[src/rtl/core/nlc_pkg.sv]
// types and next-phase functions for the numeric literal classifier
// no dependencies; used by nlc_scan and numeric_literal_classifier
package nlc_pkg;

    localparam int CharW = 8;

    typedef enum logic [4:0] {
        I_START  = 5'd0,
        I_SIGN   = 5'd1,
        I_ZERO   = 5'd2,
        I_MARK   = 5'd3,
        I_DIGITS = 5'd4,
        S_U      = 5'd5,
        S_UL     = 5'd6,
        S_ULL    = 5'd7,
        S_L      = 5'd8,
        S_LU     = 5'd9,
        S_LL     = 5'd10,
        S_LLU    = 5'd11,
        S_I      = 5'd12,
        S_I6     = 5'd13,
        S_I64    = 5'd14,
        I_REJECT = 5'd15
    } t_int_phase;

    typedef enum logic [1:0] {
        K_DEC = 2'd0,
        K_OCT = 2'd1,
        K_HEX = 2'd2,
        K_BIN = 2'd3
    } t_int_kind;

    typedef enum logic [3:0] {
        D_START  = 4'd0,
        D_SIGN   = 4'd1,
        D_INT    = 4'd2,
        D_LEAD   = 4'd3,
        D_TRAIL  = 4'd4,
        D_FRAC   = 4'd5,
        D_E      = 4'd6,
        D_ESIGN  = 4'd7,
        D_EXP    = 4'd8,
        D_SUF_F  = 4'd9,
        D_SUF_L  = 4'd10,
        D_REJECT = 4'd11
    } t_dec_phase;

    typedef enum logic [3:0] {
        H_START  = 4'd0,
        H_SIGN   = 4'd1,
        H_ZERO   = 4'd2,
        H_WHOLE1 = 4'd3,
        H_WHOLE  = 4'd4,
        H_FRAC   = 4'd5,
        H_EXP1   = 4'd6,
        H_EXP    = 4'd7,
        H_ACCEPT = 4'd8,
        H_REJECT = 4'd9
    } t_hex_phase;

    // first member sits in the top bit, so dec_int lands in bit 0
    typedef struct packed {
        logic any_float;
        logic any_int;
        logic hex_float;
        logic dec_float;
        logic bin_int;
        logic hex_int;
        logic oct_int;
        logic dec_int;
    } t_verdict;

    function automatic logic is_dig(input logic [CharW-1:0] c);
        return c >= "0" && c <= "9";
    endfunction

    function automatic logic is_xdig(input logic [CharW-1:0] c);
        return is_dig(c) || (c >= "a" && c <= "f") || (c >= "A" && c <= "F");
    endfunction

    function automatic logic is_sign(input logic [CharW-1:0] c);
        return c == "+" || c == "-";
    endfunction

    function automatic logic is_u(input logic [CharW-1:0] c);
        return c == "u" || c == "U";
    endfunction

    function automatic logic is_l(input logic [CharW-1:0] c);
        return c == "l" || c == "L";
    endfunction

    function automatic logic kind_digit(input t_int_kind k, input logic [CharW-1:0] c);
        logic d;
        unique case (k)
            K_OCT:   d = c >= "0" && c <= "7";
            K_HEX:   d = is_xdig(c);
            K_BIN:   d = c == "0" || c == "1";
            K_DEC:   d = is_dig(c);
            default: d = 1'b0;
        endcase
        return d;
    endfunction

    function automatic t_int_phase suffix_step(input t_int_phase s, input logic [CharW-1:0] c);
        t_int_phase n;
        n = I_REJECT;
        unique case (s)
            I_DIGITS: begin
                if (is_u(c))        n = S_U;
                else if (is_l(c))   n = S_L;
                else if (c == "i")  n = S_I;
            end
            S_U:  if (is_l(c)) n = S_UL;
            S_UL: if (is_l(c)) n = S_ULL;
            S_L: begin
                if (is_u(c))      n = S_LU;
                else if (is_l(c)) n = S_LL;
            end
            S_LL: if (is_u(c))   n = S_LLU;
            S_I:  if (c == "6")  n = S_I6;
            S_I6: if (c == "4")  n = S_I64;
            default: n = I_REJECT;
        endcase
        return n;
    endfunction

    // first character after an optional sign
    function automatic t_int_phase int_lead(input t_int_kind k, input logic [CharW-1:0] c);
        t_int_phase n;
        if (k == K_DEC) n = is_dig(c) ? I_DIGITS : I_REJECT;
        else            n = (c == "0") ? I_ZERO : I_REJECT;
        return n;
    endfunction

    function automatic t_int_phase int_step(input t_int_phase s, input logic [CharW-1:0] c,
                                            input t_int_kind k);
        t_int_phase n;
        logic       dig;
        dig = kind_digit(k, c);
        n   = I_REJECT;
        unique case (s)
            I_START: n = is_sign(c) ? I_SIGN : int_lead(k, c);
            I_SIGN:  n = int_lead(k, c);
            I_ZERO: begin
                unique case (k)
                    K_OCT:   n = dig ? I_DIGITS : I_REJECT;
                    K_HEX:   n = (c == "x" || c == "X") ? I_MARK : I_REJECT;
                    K_BIN:   n = (c == "b" || c == "B") ? I_MARK : I_REJECT;
                    default: n = I_REJECT;
                endcase
            end
            I_MARK:   n = dig ? I_DIGITS : I_REJECT;
            I_DIGITS: n = dig ? I_DIGITS : suffix_step(s, c);
            default:  n = suffix_step(s, c);
        endcase
        return n;
    endfunction

    function automatic logic int_ok(input t_int_phase s);
        return s == I_DIGITS || (s >= S_U && s <= S_LLU) || s == S_I64;
    endfunction

    function automatic t_dec_phase decf_step(input t_dec_phase s, input logic [CharW-1:0] c);
        t_dec_phase n;
        logic       e;
        logic       f;
        e = c == "e" || c == "E";
        f = c == "f" || c == "F";
        n = D_REJECT;
        unique case (s)
            D_START: begin
                if (is_sign(c))     n = D_SIGN;
                else if (c == ".")  n = D_LEAD;
                else if (is_dig(c)) n = D_INT;
            end
            D_SIGN: begin
                if (c == ".")       n = D_LEAD;
                else if (is_dig(c)) n = D_INT;
                else if (e)         n = D_E;
            end
            D_LEAD: begin
                if (is_dig(c)) n = D_FRAC;
                else if (e)    n = D_E;
            end
            D_INT: begin
                if (e)              n = D_E;
                else if (c == ".")  n = D_TRAIL;
                else if (is_dig(c)) n = D_INT;
            end
            D_TRAIL, D_FRAC: begin
                if (e)              n = D_E;
                else if (f)         n = D_SUF_F;
                else if (is_l(c))   n = D_SUF_L;
                else if (is_dig(c)) n = D_FRAC;
            end
            D_E: begin
                if (is_sign(c))     n = D_ESIGN;
                else if (is_dig(c)) n = D_EXP;
            end
            D_ESIGN: if (is_dig(c)) n = D_EXP;
            D_EXP: begin
                if (f)              n = D_SUF_F;
                else if (is_l(c))   n = D_SUF_L;
                else if (is_dig(c)) n = D_EXP;
            end
            default: n = D_REJECT;
        endcase
        return n;
    endfunction

    function automatic logic decf_ok(input t_dec_phase s);
        return s == D_FRAC || s == D_EXP || s == D_TRAIL || s == D_SUF_F || s == D_SUF_L;
    endfunction

    function automatic t_hex_phase hexf_step(input t_hex_phase s, input logic [CharW-1:0] c);
        t_hex_phase n;
        logic       p;
        p = c == "p" || c == "P";
        n = H_REJECT;
        unique case (s)
            H_START: begin
                if (is_sign(c))    n = H_SIGN;
                else if (c == "0") n = H_ZERO;
            end
            H_SIGN:   if (c == "0") n = H_ZERO;
            H_ZERO:   if (c == "x" || c == "X") n = H_WHOLE1;
            H_WHOLE1: if (is_xdig(c)) n = H_WHOLE;
            H_WHOLE: begin
                if (is_xdig(c))    n = H_WHOLE;
                else if (c == ".") n = H_FRAC;
                else if (p)        n = H_EXP1;
            end
            H_FRAC: begin
                if (is_xdig(c)) n = H_FRAC;
                else if (p)     n = H_EXP1;
            end
            // hex digits and a sign both count as exponent digits here
            H_EXP1: if (is_xdig(c) || is_sign(c)) n = H_EXP;
            H_EXP: begin
                if (is_xdig(c))                          n = H_EXP;
                else if (is_l(c) || c == "f" || c == "F") n = H_ACCEPT;
            end
            H_ACCEPT: n = H_ACCEPT;
            default:  n = H_REJECT;
        endcase
        return n;
    endfunction

endpackage

[src/rtl/core/nlc_scan.sv]
// six literal recognisers with their phase registers
// depends on nlc_pkg
module nlc_scan
    import nlc_pkg::*;
(
    input  logic             i_clk,
    input  logic             i_rst_n,
    input  logic             i_step,
    input  logic [CharW-1:0] i_char,
    input  logic             i_last,
    output t_verdict         o_verdict
);

    t_int_phase r_dec, r_oct, r_hex, r_bin;
    t_int_phase n_dec, n_oct, n_hex, n_bin;
    t_dec_phase r_decf, n_decf;
    t_hex_phase r_hexf, n_hexf;

    always_comb begin
        n_dec  = int_step(r_dec, i_char, K_DEC);
        n_oct  = int_step(r_oct, i_char, K_OCT);
        n_hex  = int_step(r_hex, i_char, K_HEX);
        n_bin  = int_step(r_bin, i_char, K_BIN);
        n_decf = decf_step(r_decf, i_char);
        n_hexf = hexf_step(r_hexf, i_char);
    end

    // verdict taken from the phases after this character
    always_comb begin
        o_verdict.dec_int   = int_ok(n_dec);
        o_verdict.oct_int   = int_ok(n_oct);
        o_verdict.hex_int   = int_ok(n_hex);
        o_verdict.bin_int   = int_ok(n_bin);
        o_verdict.dec_float = decf_ok(n_decf);
        o_verdict.hex_float = (n_hexf == H_EXP) || (n_hexf == H_ACCEPT);
        o_verdict.any_int   = o_verdict.dec_int | o_verdict.oct_int
                            | o_verdict.hex_int | o_verdict.bin_int;
        o_verdict.any_float = o_verdict.dec_float | o_verdict.hex_float;
    end

    always_ff @(posedge i_clk) begin
        if (!i_rst_n || (i_step && i_last)) begin
            r_dec  <= I_START;
            r_oct  <= I_START;
            r_hex  <= I_START;
            r_bin  <= I_START;
            r_decf <= D_START;
            r_hexf <= H_START;
        end else if (i_step) begin
            r_dec  <= n_dec;
            r_oct  <= n_oct;
            r_hex  <= n_hex;
            r_bin  <= n_bin;
            r_decf <= n_decf;
            r_hexf <= n_hexf;
        end
    end

endmodule

[src/rtl/core/numeric_literal_classifier.sv]
// Numeric literal classifier: takes one character beat per clock and, on the
// beat flagged tlast, emits one verdict beat for the whole token. Throughput is
// one character per cycle, set by the recogniser phase registers which update on
// every accepted beat; the verdict beat appears in the cycle after the closing
// character is accepted and is held in an output register, so input keeps
// flowing unless a verdict is waiting and the downstream side is not ready.
// Depends on nlc_pkg and nlc_scan.
module numeric_literal_classifier
    import nlc_pkg::*;
(
    input  logic             i_clk,
    input  logic             i_rst_n,
    input  logic             i_s_tvalid,
    output logic             o_s_tready,
    input  logic [CharW-1:0] i_s_tdata,   // [7:0] character
    input  logic             i_s_tlast,   // last
    output logic             o_m_tvalid,
    input  logic             i_m_tready,
    output logic [7:0]       o_m_tdata    // dec_int, oct_int, hex_int, bin_int,
                                          // dec_float, hex_float, any_int, any_float
);

    logic     w_step;
    t_verdict w_verdict;
    logic     r_out_valid;
    t_verdict r_out_data;

    assign o_s_tready = !r_out_valid || i_m_tready;
    assign w_step     = i_s_tvalid && o_s_tready;

    nlc_scan u_scan (
        .i_clk     (i_clk),
        .i_rst_n   (i_rst_n),
        .i_step    (w_step),
        .i_char    (i_s_tdata),
        .i_last    (i_s_tlast),
        .o_verdict (w_verdict)
    );

    always_ff @(posedge i_clk) begin
        if (!i_rst_n) begin
            r_out_valid <= 1'b0;
        end else if (w_step && i_s_tlast) begin
            r_out_valid <= 1'b1;
        end else if (i_m_tready) begin
            r_out_valid <= 1'b0;
        end
    end

    // payload only loads on a closing beat
    always_ff @(posedge i_clk) begin
        if (w_step && i_s_tlast) begin
            r_out_data <= w_verdict;
        end
    end

    assign o_m_tvalid = r_out_valid;
    assign o_m_tdata  = r_out_data;

endmodule

[config.mk]
export PLATFORM = sky130hd
export DESIGN_NAME = numeric_literal_classifier
export DESIGN_NICKNAME = d
export VERILOG_FILES = /design/src/rtl/core/nlc_pkg.sv /design/src/rtl/core/nlc_scan.sv /design/src/rtl/core/numeric_literal_classifier.sv
export SDC_FILE = /design/constraint.sdc
export NUM_CORES = 1
export LEC_CHECK = 0
export BUFFER_PORTS_ARGS = -buffer_cell sky130_fd_sc_hd__buf_2
export CORE_MARGIN = 2
export CORE_UTILIZATION = 50
export CTS_CLUSTER_DIAMETER = 50
export CTS_CLUSTER_SIZE = 14
export DETAILED_ROUTE_END_ITERATION = 10
export PLACE_DENSITY = 0.68
export SLEW_MARGIN = 20
export SYNTH_ARGS = -nofsm -noshare
export SYNTH_HDL_FRONTEND = slang
export SYNTH_SLANG_ARGS = --single-unit
[constraint.sdc]
create_clock -name i_clk -period 5.8 [get_ports i_clk]
set_clock_uncertainty 0.05 [all_clocks]
set_input_delay 0.58 -clock i_clk [delete_from_list [all_inputs] [get_ports i_clk]]
set_output_delay 0.58 -clock i_clk [all_outputs]
set_load 0.01 [all_outputs]
# [Word-level counts from Yosys, hierarchy flattened]
# Cells that the tools add are included.
[word_totals] reg_bits=37 in_bits=13 word_cells=241
[op_classes] reduce_logical=51 n_bitwise=4 muxes=63 order_cmp=15 eq_ne=93
[ops] cell="$mux W4" count=35
[ops] cell="$eq A8 B7 Y1 const B" count=15
[ops] cell="$pmux W5 S6" count=4
[ops] cell="$eq A5 B4 Y1 const B" count=20
[ops] cell="$eq A5 B3 Y1 const B" count=16
[ops] cell="$eq A8 B6 Y1 const B" count=7
[ops] cell="$pmux W5 S5" count=2
[ops] cell="$mux W5" count=9
[ops] cell="$eq A4 B3 Y1 const B" count=11
[ops] cell="$eq A5 B2 Y1 const B" count=8
[ops] cell="$pmux W5 S4" count=2
[ops] cell="$pmux W4 S9" count=1
[ops] cell="$pmux W4 S8" count=1
[ops] cell="$logic_or A1 B1 Y1" count=29
[ops] cell="$eq A4 B4 Y1 const B" count=6
[ops] cell="$eq A5 B1 Y1 const B" count=4
[ops] cell="$ge A5 B3 Y1 const B" count=4
[ops] cell="$le A5 B4 Y1 const B" count=4
[ops] cell="$logic_not A5 Y1" count=4
[ops] cell="$eq A4 B2 Y1 const B" count=4
[ops] cell="$ge A8 B7 Y1 const B" count=2
[ops] cell="$le A8 B6 Y1 const B" count=2
[ops] cell="$le A8 B7 Y1 const B" count=2
[ops] cell="$logic_and A1 B1 Y1" count=10
[ops] cell="other kinds (10)" count=24

# [Depth between registers and ports, before layout]
# Gate-level depths: netlist (run 1).
[depth] depth_word=13 ltp_mapped=9 depth_no_buf=7

# [Modules after synthesis]
# Synthesis (run 1) repeated with hierarchy kept, for this count alone.
[hier_totals] hier_cells=409 area_unflattened_um2=3074.2
[by_module_without_submodules] mod="nlc_scan" cells_per_inst=395 n_inst=1 area_each_um2=2762.6
[by_module_without_submodules] mod="numeric_literal_classifier" cells_per_inst=14 n_inst=1 area_each_um2=311.5

# [Least setup slack after synthesis (run 1)]
# Ideal clock, no wire load.
[synth_path] path_type="input port to flip-flop" startpoint="input port i_s_tdata[2]" endpoint="register r_out_data, in the netlist o_m_tdata[6] (data pin)" t_required_ns=5.483 path_slack_ns=3.204 stages=9 n_path_buf=2 arrival_ns=2.279 cell_sequence="buf_2 buf_2 nand3b_2 or2_2 o21ai_0 a31oi_1 a21oi_1 mux2_2 nand4bb_1"
[synth_lines] element="from (decl)" line_no="numeric_literal_classifier.sv:15" source="input logic [CharW-1:0] i_s_tdata,"
[synth_lines] element="to (signal assigned)" line_no="numeric_literal_classifier.sv:53" source="r_out_data <= w_verdict;"
[synth_lines] element="to (decl)" line_no="numeric_literal_classifier.sv:26" source="t_verdict r_out_data;"

==> results of run 1 <==
## synth_stat cells (all sizes together), types with 5 or more instances
cell	instances
a211oi	13
a21o	6
a21oi	40
a31oi	13
and2	5
buf	15
clkbuf	29
dfxtp	25
edfxtp	8
inv	15
nand2	39
nand2b	16
nand3	15
nand3b	5
nand4	8
nor2	36
nor3	21
nor4	8
o211ai	7
o21ai	23
o32ai	5
## worst max-delay path, cell delays in order
cell,delay [ps]
buf_2,290
xor2_1,510
nand3_1,370
a221oi_2,380
a21oi_1,160
nor3_1,190
o21bai_1,220
nand4bb_1,130
## logic make-up (layout without fill, tap and decap cells)
logic type	after synthesis	after routing
compound gates	154	154
simple gates	188	188
buf+inv	60	46
mux	2	2
xor+xnor	4	4
flops	33	33
## final timing paths
path	start	endpoint	slack [ps]	cells after the start
worst min-delay path	i_rst_n	o_m_tvalid	490	2
worst max-delay path	i_s_tdata[1]	o_m_tdata[6]	2940	8
worst max register to register	o_m_tvalid	u_scan.r_hexf[3]	3290	5
worst min register to register	u_scan.r_dec[3]	u_scan.r_dec[3]	510	2
## layout make-up
| class | count | area (um^2) | share of cell area |
|---|---|---|---|
| clock inverter | 3 | 17.5 | 0.00526 |
| inverter | 16 | 60.1 | 0.0180 |
| clock buffer | 5 | 68.8 | 0.0207 |
| tap | 77 | 96.3 | 0.0289 |
| sequential | 33 | 741 | 0.222 |
| multi-input combinational | 348 | 2240 | 0.672 |
| timing repair buffer | 22 | 110 | 0.0330 |
## through the flow
stage / worst slack (ps) / instances / total power [mW]
6_report: 2940 / 504 / 0.674
5_1_grt: 2800 / 504 / 0.711
4_1_cts: 3000 / 504 / 0.670
3_5_place_dp: 2680 / 496 / 0.492
3_3_place_gp: 2610 / 496 / 0.490
2_1_floorplan: 3200 / 441 / 0.454
## routing by layer
layer  vias up  share of wire
li1       1645              -
met1      1615           0.45
met2       148           0.47
met5         -              0
met3        21          0.056
met4         0          0.024
## state kept, by name, summed over array words and instances (netlist names)
signal / flops
u_scan.r_hex: 4
u_scan.r_oct: 4
o_m_tdata: 8
u_scan.r_decf: 4
u_scan.r_dec: 4
o_m_tvalid: 1
u_scan.r_hexf: 4
u_scan.r_bin: 4
## power breakdown
group	switching, mW	internal, mW
registers	0.0376	0.258
logic	0.114	0.0815
clock network	0.0996	0.0830
==> impl_metrics.yaml, run 1 <==
global_routing:
  grt_usage: 0.255
  grt_overflow_total: 0
  antenna_found_initial: 0
  grt_first_pass_wirelength_mm: 15.0
  met2_usage: 0.417
  use_met3: 0.0315
  grt_busiest_layer: "met2"
  grt.met1_usage: 0.346
  grt_pass1_vias: 3091
  grt_start_max_net_pins: 26
synth:
  synth_area_leaders: "dfxtp_1, edfxtp_1, a21oi_1, nand2_1, nor2_1"
  synth_edf_count: 8
  synth_top_family_by_area: "compound AO/OA/AOI/OAI gates"
  synth_simple_gate_area_frac: 0.333
  syn_inst: 441
  async_flop_share: 0
  synthMuxAreaShare: 0.00654
  synth_fp_nets: 454
  yosys.area.top_type: "dfxtp_1"
  yosysSeqAreaShare: 0.228
  synth_area_um2: 3250
  synth_warnings: 0
  synth-xor-area-share: 0.0108
  postSynthAreaPerCell_um2: 7.38
  synth_cell_types: 86
  synth_top_area_share: 0.154
  synth-seq-cells: 33
  synth-compound-area-share: 0.337
  synth_ff_type: "dfxtp_1"
  synthAdderAreaFrac: 0
power:
  power.density_nw_per_um2: 202
  p_leak_nw: 1.14
  peakVddDrop_v: 0.000130
finish:
  nFillCells: 625
  drive_gt1_frac: 0.131
  diodes: 0
  final_cell_mix: "a21oi_1, nand2_1, nor2_1"
  fin_util: 0.528
  layout_commonest_cell: "a21oi_1"
  layout.nets: 439
  area_growth_pct: 2.38
  final_area_um2: 3330
clock_network:
  htree_levels: 2
  root_buffer: "clkbuf_8"
  numCtsBuffers: 5
  cts-resized-gates: 0
  clkSinkCount: 33
  cts_setup_buffers: 0
  hold_buffers: 0
  clock_path_buffers: 2
  insertion_delay_ps: 290
  path_clk_slew_ps: 70
  cts_tree: "yes"
floorplan:
  initial_core_util: 0.515
  std_cell_rows: 29
  dieArea_um2: 7170
  pin_count: 23
  core_area_um2: 6310
  die_h_um: 84.7
  die_x_um: 84.7
placement:
  dp_hpwl_mm: 6.19
  port_buffers: 22
  dpl-instance-area_um2: 3250
  gp_congestion: 0.941
critical_path:
  critPathKind: "in -> reg"
  cp-end-kind: "flip-flop"
  setup.worst_path.start_class: "input pin"
  cp_max_fo: 16
  cp.required_ps: 5780
  critPathArrivalTime_ps: 2840
timing:
  slew_headroom: 0.359
  fin_crit_sh: 0.492
  slew_violations: 0
  hold_viol: 0
  setup_viol: 0
  rsz0062_at_grt: "no"
  period_needed_ps: 2860
  worst-slew-pin-transition_ps: 962
  timing.hold.ws_ps: 492
  fin_tns_setup_ps: 0
  clock.fmax_ghz: 0.350
drt:
  vias_per_cell: 6.80
  wirelength_mm: 8.93
  remaining_drc_errors: 0
  wire_per_inst_um: 17.7
  detail_route.iter0.violations: 267
  first_pass_iters: 5
  ant_nets: 0
  vias: 3429
hold_path:
  hp-class: "in -> reg"
outcome:
  status: "finished, final reports clean"
flow_run:
  drv_cap: 0
Note: power is estimated with default switching activity, not from simulation.
==> run 2: changes to the inputs <==
--- a/config.mk
+++ b/config.mk
@@ -11,7 +11,7 @@
 export CTS_CLUSTER_DIAMETER = 50
 export CTS_CLUSTER_SIZE = 14
 export DETAILED_ROUTE_END_ITERATION = 10
-export PLACE_DENSITY = 0.68
+export PLACE_DENSITY = 0.71
 export SLEW_MARGIN = 20
 export SYNTH_ARGS = -nofsm -noshare
 export SYNTH_HDL_FRONTEND = slang
==> constraint.sdc (replaced) <==
create_clock -name i_clk -period 2.6 [get_ports i_clk]
set_clock_uncertainty 0.05 [all_clocks]
set_input_delay 0.26 -clock i_clk [delete_from_list [all_inputs] [get_ports i_clk]]
set_output_delay 0.26 -clock i_clk [all_outputs]
set_load 0.01 [all_outputs]
==> run 2 against run 1 <==
  * Die area unchanged
  * Count of clock-buffer cells in the layout increased by 2
  * Cell area increased by 5.4%
  * Hold slack got worse by 300 ps
  * Critical path type is now reg -> reg
==> impl_metrics.yaml, run 2 (same netlist as run 1, synthesis figures left out) <==
outcome:
  status: "finished, final reports clean"
placement:
  port_buffers: 22
  place_ws_ps: 93.5
  dp_hpwl_mm: 6.46
  gp_congestion: 0.985
floorplan:
  die_x_um: 84.7
  pin_count: 23
  dieArea_um2: 7170
  core_area_um2: 6310
  std_cell_rows: 29
  die_h_um: 84.7
  initial_core_util: 0.515
finish:
  drive_gt1_frac: 0.173
  largest_reg_flops: 8
  fin_util: 0.556
  diodes: 0
  final_cell_mix: "a21oi_1, nand2_1, nor2_1"
  layout_commonest_cell: "a21oi_1"
  area_growth_pct: 7.96
  layout.nets: 464
power:
  peakVddDrop_v: 0.000337
  power.density_nw_per_um2: 429
  p_leak_nw: 1.26
critical_path:
  cp.required_ps: 2580
  cp-end-kind: "flip-flop"
  critPathKind: "reg -> reg"
  cp_max_fo: 8
  setup.worst_path.start_class: "flip-flop"
  critPathArrivalTime_ps: 2320
timing:
  slew_headroom: 0.448
  hold_viol: 0
  clock.fmax_ghz: 0.428
  fin_tns_setup_ps: 0
  period_needed_ps: 2340
  setup_viol: 0
  worst_slack_ps: 263
  fin_crit_sh: 0.899
  slew_violations: 0
  timing.hold.ws_ps: 189
  worst-slew-pin-transition_ps: 825
  rsz0062_at_grt: "no"
clock_network:
  insertion_delay_ps: 280
  clock_path_buffers: 2
  cts-resized-gates: 0
  cts_setup_buffers: 0
  hold_buffers: 0
  path_clk_slew_ps: 70
  cts_tree: "yes"
  numCtsBuffers: 5
  clkSinkCount: 33
  htree_levels: 2
  root_buffer: "clkbuf_8"
global_routing:
  grt_first_pass_wirelength_mm: 15.2
  grt_usage: 0.255
  antenna_found_initial: 0
  grt_start_max_net_pins: 25
  grt_pass1_vias: 3127
  grt_overflow_total: 0
drt:
  vias_per_cell: 6.62
  remaining_drc_errors: 0
  ant_nets: 0
  first_pass_iters: 6
  vias: 3502
  wirelength_mm: 9.04
  detail_route.iter0.violations: 372
  wire_per_inst_um: 17.1
hold_path:
  hp-class: "in -> reg"
flow_run:
  drv_cap: 0
[run 2: worst paths after layout]
kind | from | endpoint | slack (ps) | depth (start not counted)
worst max register to register | u_scan.r_oct[0] | o_m_tdata[6] | 260 | 6
worst max-delay path | u_scan.r_oct[0] | o_m_tdata[6] | 260 | 6
worst min register to register | o_m_tvalid | o_m_tvalid | 510 | 2
worst min-delay path | i_rst_n | o_m_tvalid | 190 | 2
[run 2: area by class of cell]
| cell class | instances | area (um^2) |
|---|---|---|
| inverters | 16 | 60.1 |
| clock inverters | 1 | 3.75 |
| flip-flops and latches | 33 | 741 |
| well taps | 77 | 96.3 |
| fillers | 615 | 2800 |
| multi-input cells | 348 | 2240 |
| repair buffers | 47 | 298 |
| clock buffers | 7 | 76.3 |
[run 2: per-layer routing]
metal  vias to the layer above  routed length [um]  track usage  share of wire
met5                         -                   0            0              0
met4                         0                 212       0.0837          0.023
met3                        24                 680       0.0433          0.075
met2                       177                4280        0.416           0.47
met1                      1609                3870        0.343           0.43
li1                       1692                   -            -              -
[run 2: per-stage QoR]
stage | area, um^2 | cells | total power [mW]
2_1_floorplan | 3250 | 441 | 1.01
3_3_place_gp | 3430 | 521 | 1.12
3_5_place_dp | 3430 | 521 | 1.13
4_1_cts | 3510 | 529 | 1.51
5_1_grt | 3510 | 529 | 1.59
6_report | 3510 | 529 | 1.51
[run 2: power breakdown]
group | switching (mW) | total [mW] | leakage, nW | internal [mW]
registers | 0.0706 | 0.646 | 0.282 | 0.575
clock network | 0.190 | 0.377 | 0.0399 | 0.186
logic | 0.277 | 0.483 | 0.934 | 0.205
total | 0.538 | 1.51 | 1.26 | 0.967
[run 2: critical path, cell delays in order (launching register included)]
cell and delay [ps]:
dfxtp_1 380, or3b_1 480, or3_1 380, a32oi_1 320, o211ai_1 130, o21a_1 160
nand4bb_1 170
==> run 3: changes to the inputs <==
--- a/config.mk
+++ b/config.mk
@@ -8,11 +8,13 @@
 export BUFFER_PORTS_ARGS = -buffer_cell sky130_fd_sc_hd__buf_2
 export CORE_MARGIN = 2
 export CORE_UTILIZATION = 50
+export CTS_BUF_LIST = sky130_fd_sc_hd__clkbuf_8
 export CTS_CLUSTER_DIAMETER = 50
 export CTS_CLUSTER_SIZE = 14
 export DETAILED_ROUTE_END_ITERATION = 10
-export PLACE_DENSITY = 0.71
+export PLACE_DENSITY = 0.68
 export SLEW_MARGIN = 20
 export SYNTH_ARGS = -nofsm -noshare
 export SYNTH_HDL_FRONTEND = slang
+export SYNTH_HIERARCHICAL = 1
 export SYNTH_SLANG_ARGS = --single-unit
==> constraint.sdc (replaced) <==
create_clock -name i_clk -period 2.8 [get_ports i_clk]
set_clock_uncertainty 0.05 [all_clocks]
set_input_delay 0.28 -clock i_clk [delete_from_list [all_inputs] [get_ports i_clk]]
set_output_delay 0.28 -clock i_clk [all_outputs]
set_load 0.01 [all_outputs]
==> run 3 against run 2 <==
  * Die area shrank 5.3%
  * First-iteration DRC count shrank 26%
  * Global-route usage grew 0.29 points
  * Worst setup slack gained 200 ps
  * Sequential power shrank 5.6%
  * Utilization grew 1.3 points
  * Highest routed layer unchanged
  * Largest power group unchanged
==> impl_metrics.yaml, run 3 <==
synth:
  synth_area_um2: 3070
  synth_cell_types: 74
  syn_inst: 409
  synth_edf_count: 8
  synth_simple_gate_area_frac: 0.314
  synth-compound-area-share: 0.317
  synth-seq-cells: 33
  async_flop_share: 0
  synth_warnings: 6
  synth_fp_nets: 422
  yosysSeqAreaShare: 0.241
  postSynthAreaPerCell_um2: 7.52
  yosys.area.top_type: "dfxtp_1"
  synth_top_family_by_area: "compound AO/OA/AOI/OAI gates"
  synthAdderAreaFrac: 0.00326
  synth_most_common_cell: "nor2_1"
  synth_top_area_share: 0.163
  synth-xor-area-share: 0.0199
  synth_common_cells: "nor2_1, clkbuf_1, nand2_1"
  synth_ff_type: "dfxtp_1"
  synthMuxAreaShare: 0.0293
  synth_area_leaders: "dfxtp_1, edfxtp_1, nor2_1, clkbuf_1, a211oi_1"
flow_run:
  drv_cap: 0
timing:
  worst_slack_ps: 466
  slew_headroom: 0.631
  hold_viol: 0
  setup_viol: 0
  fin_tns_setup_ps: 0
  worst-slew-pin-transition_ps: 553
  slew_violations: 0
  rsz0062_at_grt: "no"
  period_needed_ps: 2330
  fin_crit_sh: 0.834
  clock.fmax_ghz: 0.428
placement:
  port_buffers: 22
  dp_cells: 485
  dpl-instance-area_um2: 3270
  dp_hpwl_mm: 5.91
  gp_congestion: 0.911
  place_ws_ps: 169
clock_network:
  htree_levels: 2
  hold_buffers: 0
  clkSinkCount: 33
  insertion_delay_ps: 290
  cts-resized-gates: 0
  path_clk_slew_ps: 70
  numCtsBuffers: 5
  cts_tree: "yes"
  root_buffer: "clkbuf_8"
  cts_setup_buffers: 0
  clock_path_buffers: 2
finish:
  fin_util: 0.570
  drive_gt1_frac: 0.153
  nFillCells: 553
  largest_reg_flops: 8
  layoutNonFillerInstCount: 493
  final_cell_mix: "nor2_1, nand2_1, dfxtp_1"
  diodes: 0
  layout.nets: 430
  area_growth_pct: 9.73
  final_area_um2: 3370
  layout_commonest_cell: "nor2_1"
global_routing:
  grt_usage: 0.258
  antenna_found_initial: 0
  grt_overflow_total: 0
  grt_first_pass_wirelength_mm: 13.7
  grt_pass1_vias: 2935
  grt_start_max_net_pins: 33
critical_path:
  setup.worst_path.end: "o_m_tdata[6]"
  critPathArrivalTime_ps: 2310
  cp_num_buf_inv: 2
  crit_start: "i_s_tdata[2]"
  critPathKind: "in -> reg"
  worstRegToRegCells: 6
  rr_endpoint: "o_m_tdata[6]"
  cp_cell_sequence: "buf_2 -> xor2_1 -> nand3_1 -> buf_4 -> a311oi_1 -> a32oi_1 -> nand2b_1 -> o21ai_1 -> o211ai_1"
  cp-end-kind: "flip-flop"
  cp.required_ps: 2780
  rrSetupSlack_ps: 520
  cpPeakStageDelay_ps: 360
  worst_path_max_delay_cell: "a311oi_1"
  timing.rr.start: "u_scan/r_bin[2]"
  cp.depth: 9
  setup.worst_path.start_class: "input pin"
  cp_max_fo: 17
  path_delay_family: "compound AO/OA/AOI/OAI gates"
hold_path:
  min_from: "i_rst_n"
  hp-class: "in -> reg"
power:
  peakVddDrop_v: 0.000290
  swShare: 0.326
  clkPwrFrac: 0.301
  p_leak_nw: 1.26
  p_sw_mw: 0.476
  p_comb_frac: 0.282
  power.density_nw_per_um2: 433
  power_frac_seq: 0.417
  intPower_mw: 0.985
drt:
  vias_per_cell: 6.45
  wirelength_mm: 8.19
  detail_route.iter0.violations: 276
  remaining_drc_errors: 0
  first_pass_iters: 5
  ant_nets: 0
  wire_per_inst_um: 16.6
  vias: 3182
floorplan:
  dieArea_um2: 6790
  core_area_um2: 5920
  initial_core_util: 0.519
  die_x_um: 82.4
  die_h_um: 82.4
  pin_count: 23
  std_cell_rows: 28
outcome:
  status: "finished, final reports clean"
-- run 3: cell types whose count changed in the layout (fill, tap and decap cells not counted), sizes merged, moves of 5 or more --
| cell | before | now |
|---|---|---|
| nor4 | 8 | 1 |
| nor2 | 36 | 50 |
| nor3 | 21 | 6 |
| nand2 | 39 | 26 |
| nand2b | 16 | 10 |
| a21oi | 40 | 20 |
| nand3 | 15 | 20 |
| mux2i | 1 | 9 |
| buf | 47 | 42 |
| a21o | 6 | 0 |
-- run 3: final cells by class --
class	instances	area, um^2	share of cell area
multi-input cells	320	2100	0.624
flip-flops and latches	33	741	0.220
repair buffers	42	273	0.0809
well taps	75	93.8	0.0278
clock buffers	5	68.8	0.0204
inverters	15	56.3	0.0167
clock inverters	3	37.5	0.0111
-- run 3: metal layers --
metal	routed length, um	vias up	track usage
met5	0	-	0
met4	188	0	0.103
met3	435	16	0.0435
met2	3870	127	0.421
met1	3690	1482	0.337
li1	-	1557	-
-- run 3: worst register-to-register path, stage by stage (launching register included) --
cell and delay (ps):
dfxtp_1 630, a2111oi_0 140, a311o_1 380, o31a_1 350, nor2_1 240, o2bb2a_4 160, o211ai_1 80
-- run 3: how the worst min path moves through the flow --
stage / end / cells past startpoint
6_report: o_m_tvalid / 2
5_1_grt: o_m_tvalid / 2
4_1_cts: o_m_tvalid / 2
3_5_place_dp: o_m_tvalid / 2
3_3_place_gp: o_m_tvalid / 2
2_1_floorplan: o_m_tvalid / 1
-- run 3: cells by family after synthesis --
group	Yosys count
xor+xnor	7
buf+inv	56
fa+ha+maj	1
flops	33
compound gates	135
mux	9
simple gates	168
-- run 3: power by group through the flow --
stage          combinational [mW]  clock [mW]  sequential, mW
6_report                    0.412       0.440           0.610
5_1_grt                     0.461       0.469           0.620
4_1_cts                     0.409       0.451           0.608
2_1_floorplan               0.351           0           0.572
3_3_place_gp                0.402           0           0.618
3_5_place_dp                0.407           0           0.618
-- run 3: stage by stage --
step	hold WS, ps	power, mW
finish	189	1.46
global route	204	1.55
CTS	185	1.47
detailed placement	447	1.03
global placement	446	1.02
floorplan	380	0.923
